File: src/bcfh_pkg.sv
// bcfh_pkg: shared types and constants for the boiler call-for-heat controller
// no dependencies; imported by bcfh_threshold and boiler_call_for_heat_controller

package bcfh_pkg;

   // csr register indexes
   localparam int unsigned CsrIndexWidth = 8;
   localparam logic [CsrIndexWidth-1:0] CSR_MIN_ON_MINUTES   = 8'd0;
   localparam logic [CsrIndexWidth-1:0] CSR_TICKS_PER_MINUTE = 8'd1;
   localparam logic [CsrIndexWidth-1:0] CSR_LOW_THRESHOLD_PC = 8'd2;
   localparam logic [CsrIndexWidth-1:0] CSR_MODERATE_OPEN_PC = 8'd3;
   localparam int unsigned CsrDataWidth = 8;

   // item kinds
   localparam logic KIND_REPORT = 1'b0;
   localparam logic KIND_TICK   = 1'b1;

   // fixed widths
   localparam int unsigned IdWidth        = 16;
   localparam int unsigned PercentWidth   = 7;
   localparam int unsigned CountdownWidth = 14;
   localparam int unsigned MinuteWidth    = 8;

   // window and off-minute limits
   localparam logic [5:0] WINDOW_PAUSE_END     = 6'd15;
   localparam logic [5:0] WINDOW_ENCOURAGE_END = 6'd31;
   localparam logic [MinuteWidth-1:0] OFF_CAP  = 8'd254;
   localparam logic [MinuteWidth-1:0] OFF_MAX  = 8'd255;

   typedef struct packed {
      logic [7:0]              min_on_minutes;
      logic [5:0]              ticks_per_minute;
      logic [PercentWidth-1:0] low_threshold_pc;
      logic [PercentWidth-1:0] moderate_open_pc;
   } cfg_type;

endpackage

File: src/boiler_call_for_heat_controller.sv
// boiler_call_for_heat_controller: boiler hub top level
// path: an accepted request waits in the input register, and the result register loads
// from it when it advances, which a held result register can delay
// throughput: one transaction per cycle; the input register feeds the result register
// through one pass of update logic, stalls only when the result register is held
// reset: synchronous active-high; clears state, csr registers to defaults, both valids
// depends on bcfh_pkg and bcfh_threshold

module boiler_call_for_heat_controller (
   input  logic                                   clock,
   input  logic                                   reset,
   // request channel
   input  logic                                   req_valid,
   output logic                                   req_ready,
   input  logic                                   req_kind,
   input  logic [bcfh_pkg::IdWidth-1:0]           req_caller_id,
   input  logic [bcfh_pkg::PercentWidth-1:0]      req_percent_open,
   input  logic                                   req_minute_start,
   // response channel
   output logic                                   rsp_valid,
   input  logic                                   rsp_ready,
   output logic                                   rsp_boiler_on,
   output logic                                   rsp_call_latched,
   output logic                                   rsp_call_heard,
   output logic                                   rsp_call_ignored,
   output logic [bcfh_pkg::IdWidth-1:0]           rsp_heard_id,
   output logic                                   rsp_switched_off,
   // csr write channel
   input  logic                                   csr_valid,
   output logic                                   csr_ready,
   input  logic [bcfh_pkg::CsrIndexWidth-1:0]     csr_index,
   input  logic [bcfh_pkg::CsrDataWidth-1:0]      csr_wdata
);
   import bcfh_pkg::*;

   // ---------------------------------------------------------------
   // csr registers, always ready
   // ---------------------------------------------------------------
   cfg_type cfg_ff, cfg_in;

   assign csr_ready = 1'b1;

   always_comb begin
      cfg_in = cfg_ff;
      if (csr_valid) begin
         unique case (csr_index)
            CSR_MIN_ON_MINUTES:   cfg_in.min_on_minutes   = csr_wdata;
            CSR_TICKS_PER_MINUTE: cfg_in.ticks_per_minute = csr_wdata[5:0];
            CSR_LOW_THRESHOLD_PC: cfg_in.low_threshold_pc = csr_wdata[PercentWidth-1:0];
            CSR_MODERATE_OPEN_PC: cfg_in.moderate_open_pc = csr_wdata[PercentWidth-1:0];
            default: ; // unknown index is dropped
         endcase
      end
   end

   // ---------------------------------------------------------------
   // input register
   // ---------------------------------------------------------------
   logic                    s1_valid_ff, s1_valid_in;
   logic                    s1_kind_ff;
   logic [IdWidth-1:0]      s1_caller_id_ff;
   logic [PercentWidth-1:0] s1_percent_ff;
   logic                    s1_minute_start_ff;

   logic advance;   // item in the input register is processed this cycle
   logic req_fire;

   assign advance   = s1_valid_ff && (!rsp_valid || rsp_ready);
   assign req_ready = !s1_valid_ff || advance;
   assign req_fire  = req_valid && req_ready;

   assign s1_valid_in = req_fire || (s1_valid_ff && !advance);

   // ---------------------------------------------------------------
   // controller state
   // ---------------------------------------------------------------
   logic                      pending_call_ff, pending_call_in;
   logic [IdWidth-1:0]        pending_id_ff, pending_id_in;
   logic [CountdownWidth-1:0] on_countdown_ff, on_countdown_in;
   logic [MinuteWidth-1:0]    off_minutes_ff, off_minutes_in;
   logic [MinuteWidth-1:0]    minute_count_ff, minute_count_in;

   // result register
   logic               rsp_valid_ff, rsp_valid_in;
   logic               boiler_on_ff, boiler_on_in;
   logic               call_latched_ff, call_latched_in;
   logic               call_heard_ff, call_heard_in;
   logic               call_ignored_ff, call_ignored_in;
   logic [IdWidth-1:0] heard_id_ff, heard_id_in;
   logic               switched_off_ff, switched_off_in;

   // report threshold depends on window and whether the boiler runs
   logic [PercentWidth-1:0] threshold;

   bcfh_threshold u_threshold (
      .cfg          (cfg_ff),
      .minute_count (minute_count_ff),
      .boiler_on    (on_countdown_ff != '0),
      .threshold    (threshold)
   );

   // on-time load in ticks, 8 x 6 bits fits the 14-bit countdown
   logic [CountdownWidth-1:0] on_load;
   logic [MinuteWidth-1:0]    off_limit;

   assign on_load = CountdownWidth'(cfg_ff.min_on_minutes)
                  * CountdownWidth'(cfg_ff.ticks_per_minute);
   // limit capped so a 255 minimum still lets the boiler start
   assign off_limit = (cfg_ff.min_on_minutes < OFF_CAP) ? cfg_ff.min_on_minutes : OFF_CAP;

   // single-pass item update
   always_comb begin
      logic                      ignore;
      logic [CountdownWidth-1:0] countdown_mid;
      logic [MinuteWidth-1:0]    off_mid;

      ignore          = 1'b0;
      countdown_mid   = on_countdown_ff;
      off_mid         = off_minutes_ff;

      pending_call_in = pending_call_ff;
      pending_id_in   = pending_id_ff;
      on_countdown_in = on_countdown_ff;
      off_minutes_in  = off_minutes_ff;
      minute_count_in = minute_count_ff;

      call_latched_in = 1'b0;
      call_heard_in   = 1'b0;
      call_ignored_in = 1'b0;
      heard_id_in     = '0;
      switched_off_in = 1'b0;

      if (advance) begin
         unique case (s1_kind_ff)
            KIND_REPORT: begin
               // latest qualifying report replaces any pending one
               if (s1_percent_ff >= threshold) begin
                  pending_call_in = 1'b1;
                  pending_id_in   = s1_caller_id_ff;
                  call_latched_in = 1'b1;
               end
            end
            KIND_TICK: begin
               // consume the pending call
               if (pending_call_ff) begin
                  call_heard_in   = 1'b1;
                  heard_id_in     = pending_id_ff;
                  pending_call_in = 1'b0;
                  ignore = (on_countdown_ff == '0) && (off_minutes_ff <= off_limit);
                  if (ignore) begin
                     call_ignored_in = 1'b1;
                  end else begin
                     countdown_mid = on_load;
                     off_mid       = '0;
                  end
               end
               // run down the on time, or count off minutes
               if (countdown_mid != '0) begin
                  countdown_mid   = countdown_mid - CountdownWidth'(1);
                  switched_off_in = (countdown_mid == '0);
               end else if (s1_minute_start_ff && (off_mid != OFF_MAX)) begin
                  off_mid = off_mid + MinuteWidth'(1);
               end
               on_countdown_in = countdown_mid;
               off_minutes_in  = off_mid;
               if (s1_minute_start_ff) begin
                  minute_count_in = minute_count_ff + MinuteWidth'(1);
               end
            end
            default: ;
         endcase
      end
      boiler_on_in = (on_countdown_in != '0);
   end

   // result register loads on advance, clears when taken
   assign rsp_valid_in = advance || (rsp_valid_ff && !rsp_ready);

   always_ff @(posedge clock) begin
      if (reset) begin
         cfg_ff.min_on_minutes   <= 8'd0;
         cfg_ff.ticks_per_minute <= 6'd30;
         cfg_ff.low_threshold_pc <= 7'd50;
         cfg_ff.moderate_open_pc <= 7'd67;
         s1_valid_ff             <= 1'b0;
         rsp_valid_ff            <= 1'b0;
         pending_call_ff         <= 1'b0;
         pending_id_ff           <= '0;
         on_countdown_ff         <= '0;
         off_minutes_ff          <= '0;
         minute_count_ff         <= '0;
      end else begin
         cfg_ff          <= cfg_in;
         s1_valid_ff     <= s1_valid_in;
         rsp_valid_ff    <= rsp_valid_in;
         pending_call_ff <= pending_call_in;
         pending_id_ff   <= pending_id_in;
         on_countdown_ff <= on_countdown_in;
         off_minutes_ff  <= off_minutes_in;
         minute_count_ff <= minute_count_in;
      end
   end

   // payload registers, no reset needed
   always_ff @(posedge clock) begin
      if (req_fire) begin
         s1_kind_ff         <= req_kind;
         s1_caller_id_ff    <= req_caller_id;
         s1_percent_ff      <= req_percent_open;
         s1_minute_start_ff <= req_minute_start;
      end
      if (advance) begin
         boiler_on_ff    <= boiler_on_in;
         call_latched_ff <= call_latched_in;
         call_heard_ff   <= call_heard_in;
         call_ignored_ff <= call_ignored_in;
         heard_id_ff     <= heard_id_in;
         switched_off_ff <= switched_off_in;
      end
   end

   assign rsp_valid        = rsp_valid_ff;
   assign rsp_boiler_on    = boiler_on_ff;
   assign rsp_call_latched = call_latched_ff;
   assign rsp_call_heard   = call_heard_ff;
   assign rsp_call_ignored = call_ignored_ff;
   assign rsp_heard_id     = heard_id_ff;
   assign rsp_switched_off = switched_off_ff;

   // ---------------------------------------------------------------
   // assertions
   // ---------------------------------------------------------------

   // boiler running means off-minute counter was cleared by the load
   a_off_clear_while_on: assert property (@(posedge clock) disable iff (reset)
      (on_countdown_ff != '0) |-> (off_minutes_ff == '0))
      else $error("off minutes counted while boiler on");

   // an ignored call is always a heard call
   a_ignored_heard: assert property (@(posedge clock) disable iff (reset)
      (rsp_valid_ff && rsp_call_ignored) |-> rsp_call_heard)
      else $error("ignored call not heard");

   // switching off leaves the boiler off
   a_switch_off: assert property (@(posedge clock) disable iff (reset)
      (rsp_valid_ff && rsp_switched_off) |-> !rsp_boiler_on)
      else $error("switched off but boiler still on");

   // a processed tick always empties the pending call
   a_tick_consumes: assert property (@(posedge clock) disable iff (reset)
      (advance && (s1_kind_ff == KIND_TICK)) |=> !pending_call_ff)
      else $error("pending call survived a tick");

   // full input register and stalled result block new transactions
   a_stall_blocks: assert property (@(posedge clock) disable iff (reset)
      (s1_valid_ff && rsp_valid_ff && !rsp_ready) |-> !req_ready)
      else $error("request accepted while pipeline stalled");

endmodule

File: src/bcfh_threshold.sv
// bcfh_threshold: percent-open threshold for valve reports from minute window and boiler state
// depends on bcfh_pkg (cfg_type, window constants)

module bcfh_threshold (
   input  bcfh_pkg::cfg_type                       cfg,
   input  logic [bcfh_pkg::MinuteWidth-1:0]        minute_count,
   input  logic                                    boiler_on,
   output logic [bcfh_pkg::PercentWidth-1:0]       threshold
);
   import bcfh_pkg::*;

   logic [5:0]              window;
   logic                    pause;
   logic                    encourage;
   logic [PercentWidth-1:0] moderate_less_one;
   logic [PercentWidth-1:0] strict;

   assign window    = minute_count[5:0];
   assign pause     = window < WINDOW_PAUSE_END;
   assign encourage = !pause && (window < WINDOW_ENCOURAGE_END);

   // moderate minus one, floored at zero
   assign moderate_less_one = (cfg.moderate_open_pc == '0) ? '0
                            : cfg.moderate_open_pc - PercentWidth'(1);
   assign strict = (moderate_less_one < cfg.low_threshold_pc) ? cfg.low_threshold_pc
                                                              : moderate_less_one;

   assign threshold = (!pause && (encourage || boiler_on)) ? cfg.low_threshold_pc : strict;

endmodule
File: config.mk
export PLATFORM = sky130hd
export DESIGN_NAME = boiler_call_for_heat_controller
export DESIGN_NICKNAME = d
export VERILOG_FILES = /design/src/bcfh_pkg.sv /design/src/boiler_call_for_heat_controller.sv /design/src/bcfh_threshold.sv
export SDC_FILE = /design/constraint.sdc
export NUM_CORES = 1
export LEC_CHECK = 0
export ABC_AREA = 1
export BUFFER_PORTS_ARGS = -buffer_cell sky130_fd_sc_hd__buf_2
export CELL_PAD_IN_SITES_DETAIL_PLACEMENT = 0
export CELL_PAD_IN_SITES_GLOBAL_PLACEMENT = 2
export CORE_ASPECT_RATIO = 1.25
export CORE_MARGIN = 2
export CORE_UTILIZATION = 35
export CTS_CLUSTER_SIZE = 28
export DETAILED_ROUTE_END_ITERATION = 7
export GPL_ROUTABILITY_DRIVEN = 0
export PLACE_DENSITY_LB_ADDON = 0.1
export SYNTH_ARGS = -nofsm -noshare
export SYNTH_HDL_FRONTEND = slang
export SYNTH_SLANG_ARGS = --single-unit
export TNS_END_PERCENT = 1
File: constraint.sdc
create_clock -name clock -period 5.25 [get_ports clock]
set_clock_uncertainty 0.05 [all_clocks]
set_input_delay 1.05 -clock clock [delete_from_list [all_inputs] [get_ports clock]]
set_output_delay 1.05 -clock clock [all_outputs]
set_load 0.005 [all_outputs]
After elaboration in Yosys (flattened, before gate mapping)

Index checks and enable logic that the tools add are counted.

Bits in latches: 0
Bits in writable memories: 0
Bits in registers: 123
Output and inout bits: 24
ROM bits: 0
Memories kept: 0

Muxes and demuxes: 22
Shifts and indexed selects: 0
$add $sub $neg: 4
Divide/modulo/power cells: 0
Bitwise logic cells: 1
Equal/unequal tests: 5
Order comparisons: 6
$mul: 1
Reductions and logical operators: 35

Operators by type and width:

| operator                | count |
|---|---|
| $mux W14                | 7 |
| $mux W8                 | 7 |
| $reduce_bool A14 Y1     | 3 |
| $logic_not A14 Y1       | 2 |
| $mux W7                 | 3 |
| $add A8 B1 Y8 const B   | 2 |
| $eq A8 B2 Y1 const B    | 2 |
| $reduce_and A2 Y1       | 8 |
| $mul A8 B6 Y14          | 1 |
| $sub A14 B1 Y14 const B | 1 |
| $eq A8 B1 Y1 const B    | 1 |
| $le A8 B8 Y1            | 1 |
| $logic_and A1 B1 Y1     | 8 |
| $logic_not A8 Y1        | 1 |
| $lt A8 B8 Y1 const B    | 1 |
| $ne A8 B8 Y1 const B    | 1 |
| $ge A7 B7 Y1            | 1 |
| $logic_not A7 Y1        | 1 |
| $lt A7 B7 Y1            | 1 |
| $sub A7 B1 Y7 const B   | 1 |
| $lt A6 B4 Y1 const B    | 1 |
| $lt A6 B5 Y1 const B    | 1 |
| $reduce_and A3 Y1       | 2 |
| $logic_not A1 Y1        | 5 |
| 5 further kinds         | 12 |

Logic depth before layout (Yosys ltp)

Gate-level depths: netlist (run 1).

Word-level depth: 13
Gate-level depth with buffers: 31

By module

From an unflattened synthesis (run 1), not the netlist that was laid out.

Cell total of the unflattened synthesis: 1078
Area, all modules: 8096.5 sq um

By module, submodules not included:

| module                          | area each (sq um) | cells an instance | seq. area each (sq um) | instances |
|---|---|---|---|---|
| boiler_call_for_heat_controller | 7586.0            | 993               | 2922.8                 | 1 |
| bcfh_threshold                  | 510.5             | 85                | 0.0                    | 1 |

Least setup slack after synthesis (run 1)

OpenSTA, ideal clock, no wires.

Kind: flip-flop to flip-flop
From: register cfg_ff[19] (netlist bit)
To: register boiler_on_ff (netlist: rsp_boiler_on), data pin
Library setup time: 0.260 ns
Path slack: 0.772 ns
Required time: 4.940 ns
Path buffers: 2
Stages on the path, launching flop included: 27
Data arrival time: 4.168 ns
Cell sequence: dfxtp_1 clkbuf_1 nand2_1 fa_1 inv_1 fa_1 inv_1 fa_1 inv_1 ha_1 inv_1 o21bai_1 a21oi_1 nand3_1 nand2_1 nand2_1 o21ai_1 nand2_1 nor2_2 nand2_2 buf_6 nand3_1 o21ai_1 nor2_1 nand2_1 nor2_1 nand3_1

Cells in the longest elaborated chain, start to end: 10
Elaborated cells on any way between the ends: 11

Ends and longest elaborated chain:

| item                                                          | RTL line                                                                       | source |
|---|---|---|
| from (decl)                                                   | boiler_call_for_heat_controller.sv:39                                          | `cfg_type cfg_ff, cfg_in;` |
| from (signal assigned)                                        | boiler_call_for_heat_controller.sv:193                                         | `cfg_ff <= cfg_in;` |
| $mul A8 B6 Y14 (*)                                            | boiler_call_for_heat_controller.sv:107                                         | `* CountdownWidth'(cfg_ff.ticks_per_minute);` |
| $mux W14 (*)                                                  | boiler_call_for_heat_controller.sv:150                                         | `if (ignore) begin` |
| $mux W14 (*)                                                  | boiler_call_for_heat_controller.sv:145                                         | `if (pending_call_ff) begin` |
| $mux W14 (*)                                                  | boiler_call_for_heat_controller.sv:134                                         | `unique case (s1_kind_ff)` |
| $mux W14 (*)                                                  | boiler_call_for_heat_controller.sv:133                                         | `if (advance) begin` |
| $sub A14 B1 Y14 / $reduce_bool A14 Y1 (equally long branches) | boiler_call_for_heat_controller.sv:159, boiler_call_for_heat_controller.sv:158 |  |
| $mux W14 (*)                                                  | boiler_call_for_heat_controller.sv:158                                         | `if (countdown_mid != '0) begin` |
| $mux W14 (*)                                                  | boiler_call_for_heat_controller.sv:134                                         |  |
| $mux W14 (*)                                                  | boiler_call_for_heat_controller.sv:133                                         |  |
| $reduce_bool A14 Y1 (*)                                       | boiler_call_for_heat_controller.sv:173                                         | `boiler_on_in = (on_countdown_in != '0);` |
| via boiler_on_in                                              | boiler_call_for_heat_controller.sv:85                                          | `logic boiler_on_ff, boiler_on_in;` |
| to (signal assigned)                                          | boiler_call_for_heat_controller.sv:213                                         | `boiler_on_ff <= boiler_on_in;` |
| to (decl)                                                     | boiler_call_for_heat_controller.sv:85                                          |  |

Mark *: on every way through the listed nets, which the timed path passes. The rest lies on a longest branch. The select of a mux whose other input is x is not followed.
A chain may end at the register's enable or synchronous reset.

Worst setup path after layout (run 1)

From: register cfg_ff[17] (netlist bit)
To: register boiler_on_ff (netlist: rsp_boiler_on), data pin

The elaborated chain is that of the path after synthesis.

==> impl_metrics.env, run 1 <==
export IMPL_whs_ns=0.4038
export IMPL_max_freq_mhz=204.9
export IMPL_final_setup_viol_count=0
export IMPL_path_buf_inv=5
export IMPL_ys_seq_elements=121
export IMPL_layout_min_cycle_time_ns=4.879
export IMPL_fill_cells=2366
export IMPL_cts_root_buf="clkbuf_16"
export IMPL_whs_endpoint="pending_id_ff[10]"
export IMPL_synth_top_area_cell="dfxtp_1"
export IMPL_seq_area_um2=2888
export IMPL_grt_pass1_wl_um=32370
export IMPL_viasPerCell=4.583
export IMPL_syn_inst=1054
export IMPL_drt_initial_drc_count=227
export IMPL_slew_headroom_pct=32.75
export IMPL_yosysTopAreaCellShare_pct=19.16
export IMPL_r2r_cells=24
export IMPL_cp_start_kind="register"
export IMPL_yosysUniqueCellTypes=42
export IMPL_dieArea_um2=23610
export IMPL_synthArstFlopShare_pct=0
export IMPL_hold_start="pending_id_ff[10]"
export IMPL_grt_ovfl_total=0
export IMPL_die_w_um=137.8
export IMPL_min_period_over_period_pct=92.94
export IMPL_h_tree_depth=4
export IMPL_core_area_um2=22130
export IMPL_hold_class="register to register"
export IMPL_arrival_ns=5.00
export IMPL_wl_um=19470
export IMPL_place_area_um2=8459
export IMPL_grt_max_degree=51
export IMPL_syn2layout_area_growth_pct=15.67
export IMPL_seq_area_frac_synth_pct=36.79
export IMPL_ys_warnings_count=0
export IMPL_worst_pin_slew_ns=1.008
export IMPL_dr_total_vias=6471
export IMPL_clk_latency_ns=0.42
export IMPL_synth_area_um2=7835
export IMPL_synthFlopType="dfxtp_1"
export IMPL_whs_path_depth=2
export IMPL_rsz0062_at_grt="false"
export IMPL_avgSynthCellArea_um2=7.434
export IMPL_drive_gt1_share_pct=13.73
export IMPL_fp_dieH_um=171.3
export IMPL_port_buffer_count=68
export IMPL_power_density_nw_per_um2=327.4
export IMPL_slowest_stage="fa_1"
export IMPL_critical_path_max_stage_delay_ns=0.52
export IMPL_outcome="finished, final reports clean"
export IMPL_syn_nets=1175
export IMPL_rr_startpoint="cfg_ff[17]"
export IMPL_design_area_um2=9062
export IMPL_diodes=0
export IMPL_ir_worst_vdd_uv=204.6
export IMPL_cts_tree="done"
export IMPL_antenna_found_initial=0
export IMPL_reg2reg_slack_ns=0.37
export IMPL_initial_utilization_pct=35.40
export IMPL_cp_data_required_time_ns=5.37
export IMPL_grt_pass1_vias=6532
export IMPL_routedWlPerCell_um=13.79
export IMPL_postCtsSetupRepairBufs=0
export IMPL_grt_util_all_layers_pct=17.84
export IMPL_r2r_end="rsp_boiler_on"
export IMPL_critPathMaxFanout=5
export IMPL_final_util_pct=40.94
export IMPL_startpoint="cfg_ff[17]"
export IMPL_drc_errors=0
export IMPL_clk_pin_slew_ns=0.07
export IMPL_cts_resized=0
export IMPL_antenna_left=0
export IMPL_synth_edf_count=46
export IMPL_critPathTopFamily="adder cells"
export IMPL_crit_path_end_kind="register"
export IMPL_place_hpwl_um=15110
export IMPL_ys_top_cells_by_area="dfxtp_1 19%, edfxtp_1 18%, nand2_1 12%"
export IMPL_pin_count=70
export IMPL_path_class="register to register"
export IMPL_num_rows=61
export IMPL_multiInputGateArea_um2=4034
export IMPL_clock_sinks=121
export IMPL_hold_violations=0
export IMPL_cts_hold_fix_buffers=0
export IMPL_first_pass_iters=4
export IMPL_crit_chain="buf_4, nand2_1, fa_1, inv_1, fa_1, inv_1, fa_1, inv_1, ha_1, inv_1, o21bai_1, a21oi_1, nand4_1, nand2_1, nand3_1, nand2_1, nor2_1, nand3_1, nor2_4, nor2_1, a21boi_1, nand2_1, nor2_1, nand3_1"
export IMPL_fin_tns_setup_ns=0
export IMPL_p_leak_uw=0.004557
export IMPL_slew_violations=0
export IMPL_cts_path_max_buffers=2
export IMPL_numCtsBuffers=17
export IMPL_layout_nets=1237
export IMPL_drv_cap=0
flip-flops by register name, summed over array words and instances (netlist names), 6 cells and up:
register and count:
cfg_ff 28, minute_count_ff 6, off_minutes_ff 8, on_countdown_ff 14, pending_id_ff 16, rsp_heard_id 16, s1_caller_id_ff 16, s1_percent_ff 7
worst reg2reg max path: cells and delay by family (launching register included):
family / cells / cell delay [ns]
adders and majority gates: 4 / 1.87
DFF: 1 / 0.41
buffers and inverters: 5 / 0.39
AOI/OAI and AO/OA: 3 / 0.65
and+or+nand+nor: 12 / 1.25
layer usage:
metal | part of all wire [%] | track usage (%) | vias to the layer above
met5 | 0 | 0 | -
met3 | 2.3 | 2.358 | 17
li1 | - | - | 3436
met4 | 1.4 | 5.413 | 0
met2 | 53 | 33.31 | 87
met1 | 44 | 20.98 | 2931
how the worst max path moves through the flow:
stage / slack, ns / to / cells after the start
after detailed placement: 0.09 / rsp_boiler_on / 24
after CTS: 0.09 / rsp_boiler_on / 24
after global placement: 0.003 / rsp_boiler_on / 24
after global routing: 0.05 / rsp_boiler_on / 25
after floorplan: 0.77 / rsp_boiler_on / 26
final: 0.37 / rsp_boiler_on / 24
Yosys cell counts (2+ instances only):
cell	n
nand3_2	4
xnor2_1	3
nor2_4	6
or2_2	3
nor2_1	95
nand2_2	12
o21ai_1	3
nand3_1	52
nor3_1	13
edfxtp_1	46
a21boi_1	3
inv_1	205
dfxtp_1	75
a21o_1	2
nand2_1	248
nand4_1	10
o21bai_1	2
buf_2	2
ha_1	50
buf_6	2
o211ai_1	9
nor2_2	5
fa_1	25
o21ai_0	57
nand2_4	3
o21a_1	3
nand3_4	2
nand3b_1	2
xor2_1	4
a21oi_1	63
clkbuf_1	30
nor4_1	4
buf_1	2
through the flow:
step | power [uW] | setup slack (ns) | instances
floorplan | 1655 | 0.7724 | 1054
global placement | 1836 | 0.002932 | 1380
detailed placement | 1830 | 0.08983 | 1380
CTS | 3000 | 0.09186 | 1412
global route | 3150 | 0.05497 | 1412
finish | 2967 | 0.3707 | 1412
cells in the final DEF, fill, tap and decap left out, types with 46 or more instances in the layout:
master	n
nand3_1	52
o21ai_0	56
edfxtp_1	46
a21oi_1	62
nor2_1	95
inv_1	205
dfxtp_1	71
nand2_1	247
buf_2	68
ha_1	50
where the power goes:
| part | switching (uW) | internal [uW] | total, uW |
|---|---|---|---|
| registers | 26.5 | 1020 | 1050 |
| logic | 531 | 235 | 766 |
| clock network | 481 | 670 | 1150 |
cell families after synthesis:
logic type / after synthesis / share of synthesized area, %
xor gates and xnor gates: 7 / 0.7825
DFF: 121 / 36.79
AOI/OAI and AO/OA: 145 / 9.949
other: 1 / 0.04786
and+or+nand+nor: 462 / 26.14
adders and majority gates: 75 / 14.37
buffers and inverters: 243 / 11.91
cell type report:
cell class | count | area share, %
multi-input combinational | 690 | 44.51
clock inverter | 15 | 1.740
inverter | 206 | 8.532
clock buffer | 17 | 4.694
timing repair buffer | 80 | 4.749
sequential | 121 | 31.87
tap | 283 | 3.907
Note: power is estimated with default switching activity, not from simulation.
==> run 2, diff against run 1 <==
--- a/config.mk
+++ b/config.mk
@@ -10,12 +10,13 @@
 export CELL_PAD_IN_SITES_DETAIL_PLACEMENT = 0
 export CELL_PAD_IN_SITES_GLOBAL_PLACEMENT = 2
 export CORE_ASPECT_RATIO = 1.25
-export CORE_MARGIN = 2
+export CORE_MARGIN = 10
 export CORE_UTILIZATION = 35
 export CTS_CLUSTER_SIZE = 28
 export DETAILED_ROUTE_END_ITERATION = 7
 export GPL_ROUTABILITY_DRIVEN = 0
 export PLACE_DENSITY_LB_ADDON = 0.1
+export SLEW_MARGIN = 25
 export SYNTH_ARGS = -nofsm -noshare
 export SYNTH_HDL_FRONTEND = slang
 export SYNTH_SLANG_ARGS = --single-unit
==> constraint.sdc (replaced) <==
create_clock -name clock -period 5.25 [get_ports clock]
set_clock_uncertainty 0.05 [all_clocks]
set_input_delay 1.05 -clock clock [delete_from_list [all_inputs] [get_ports clock]]
set_output_delay 1.05 -clock clock [all_outputs]
set_load 0.02 [all_outputs]
==> impl_metrics.env, run 2 (same netlist as run 1, synthesis figures left out) <==
export IMPL_outcome="finished, final reports clean"
export IMPL_layout_common_cells="248 x nand2_1, 202 x inv_1, 95 x nor2_1"
export IMPL_grt_pass1_wl_um=33280
export IMPL_drt_initial_drc_count=276
export IMPL_largest_reg_flops=28
export IMPL_drt_met1_wl_um=8592
export IMPL_path_class="register to register"
export IMPL_cts_tree="done"
export IMPL_place_hpwl_um=15450
export IMPL_worst_pin_slew_ns=0.8433
export IMPL_power_density_nw_per_um2=326.8
export IMPL_drv_cap=0
export IMPL_final_util_pct=40.61
export IMPL_crit_path_end_kind="register"
export IMPL_cts_path_max_buffers=2
export IMPL_whs_path_depth=2
export IMPL_grt_max_degree=48
export IMPL_fp_dieH_um=187.3
export IMPL_max_freq_mhz=209.6
export IMPL_antenna_left=0
export IMPL_wl_met2_um=10630
export IMPL_diodes=0
export IMPL_r2r_cells=24
export IMPL_met3WireLength_um=400
export IMPL_port_buffer_count=68
export IMPL_power_uw=2937
export IMPL_critical_path_max_stage_delay_ns=0.54
export IMPL_path_buf_inv=4
export IMPL_fin_tns_setup_ns=0
export IMPL_dp_slack_ns=0.2330
export IMPL_grt_pass1_vias=6734
export IMPL_die_w_um=153.8
export IMPL_syn2layout_area_growth_pct=14.72
export IMPL_antenna_found_initial=0
export IMPL_clk_pin_slew_ns=0.06
export IMPL_path_common_cell="nand2_1"
export IMPL_critPathTopFamily="adder cells"
export IMPL_drc_errors=0
export IMPL_cp_start_kind="register"
export IMPL_crit_chain="nand2_1, fa_1, inv_1, fa_1, inv_1, fa_1, inv_1, ha_1, inv_1, o21bai_1, a21oi_1, nand3_1, nand2_1, nand2_1, nand3_1, nand2_1, nor2_1, nand3_1, nor2_4, nor2_1, a21boi_1, nand2_1, nor2_1, nand3_1"
export IMPL_h_tree_depth=4
export IMPL_arrival_ns=4.89
export IMPL_seq_area_um2=2898
export IMPL_fill_cells=2386
export IMPL_num_rows=61
export IMPL_top_layer="met4"
export IMPL_drive_gt1_share_pct=13.83
export IMPL_final_setup_viol_count=0
export IMPL_slew_headroom_pct=43.70
export IMPL_hold_violations=0
export IMPL_whs_endpoint="pending_id_ff[6]"
export IMPL_cts_root_buf="clkbuf_16"
export IMPL_grt_util_all_layers_pct=14.03
export IMPL_clk_latency_ns=0.42
export IMPL_cp_data_required_time_ns=5.37
export IMPL_dieArea_um2=28810
export IMPL_layout_min_cycle_time_ns=4.770
export IMPL_p_leak_uw=0.004510
export IMPL_final_common_cell="nand2_1"
export IMPL_min_period_over_period_pct=90.86
export IMPL_top_register="cfg_ff"
export IMPL_rr_startpoint="cfg_ff[19]"
export IMPL_dr_total_vias=6414
export IMPL_grt_ovfl_total=0
export IMPL_wl_um=19840
export IMPL_core_area_um2=22130
export IMPL_first_pass_iters=4
export IMPL_initial_utilization_pct=35.40
export IMPL_multiInputGateArea_um2=4026
export IMPL_hold_class="register to register"
export IMPL_ir_worst_vdd_uv=250.7
export IMPL_viasPerCell=4.568
export IMPL_slew_violations=0
export IMPL_critical_path_depth=24
export IMPL_hold_start="pending_id_ff[6]"
export IMPL_routedWlPerCell_um=14.13
export IMPL_pin_count=70
export IMPL_reg2reg_slack_ns=0.48
export IMPL_slowest_stage="fa_1"
export IMPL_r2r_end="rsp_boiler_on"
export IMPL_critPathMaxFanout=9
export IMPL_layout_nets=1229
export IMPL_fin_ws_ns=0.4800
export IMPL_numCtsBuffers=17
export IMPL_rsz0062_at_grt="false"
export IMPL_clock_sinks=121
run 2: changes by cell type in the layout (fill, tap and decap cells not counted), sizes merged:
cell / delta
inv: -5
clkinvlp: -2
clkbuf: +1
buf: -8
clkinv: +6
run 2: stage by stage:
stage               instance area [um2]  hold slack, ns  cells
finish                             8989          0.4034   1404
global route                       8989          0.4174   1404
CTS                                8966          0.4033   1404
detailed placement                 8399          0.3954   1372
global placement                   8399          0.3908   1372
floorplan                          7835          0.3800   1054
run 2: worst min-delay path: cells and delay by family, from the launching register on:
kind	cells	cell delay, ns
AO/OA/AOI/OAI	1	0.05
flip-flops	1	0.29
buffers and inverters	1	0.06
run 2: area by class of cell:
| type | instances | area share, % |
|---|---|---|
| flip-flops and latches | 121 | 32.24 |
| clock buffers | 18 | 4.775 |
| clock inverters | 14 | 1.531 |
| multi-input cells | 690 | 44.79 |
| inverters | 206 | 8.602 |
| repair buffers | 72 | 4.120 |
| well taps | 283 | 3.939 |
run 2: routing by layer:
layer  up-vias  global-route usage (%)
li1       3422                       -
met1      2924                   15.55
met2        54                   26.50
met3        14                   2.553
met4         0                   3.675
met5         -                       0
run 2: power by group:
part / switching (uW) / total (uW) / internal, uW / leakage (uW)
combinational: 535 / 767 / 231 / 0.00318
clock: 459 / 1120 / 662 / 0.000278
sequential: 26.4 / 1050 / 1020 / 0.00105
total: 1020 / 2940 / 1920 / 0.00451
run 2: worst max-delay path by stage:
stage / from / to / slack, ns
2_1_floorplan: cfg_ff[19] / rsp_boiler_on / 0.77
3_3_place_gp: cfg_ff[23] / rsp_boiler_on / 0.20
3_5_place_dp: cfg_ff[19] / rsp_boiler_on / 0.23
4_1_cts: cfg_ff[19] / rsp_boiler_on / 0.22
5_1_grt: cfg_ff[15] / rsp_boiler_on / 0.02
6_report: cfg_ff[19] / rsp_boiler_on / 0.48
run 2: what timing repair did:
action | 4_1_cts | 5_1_grt
setup buffers | 0 | 0
gates resized for setup | 0 | 14
endpoints found under the setup margin | 0 | 6
hold buffers | 0 | 0
endpoints found under the hold margin | 0 | 0
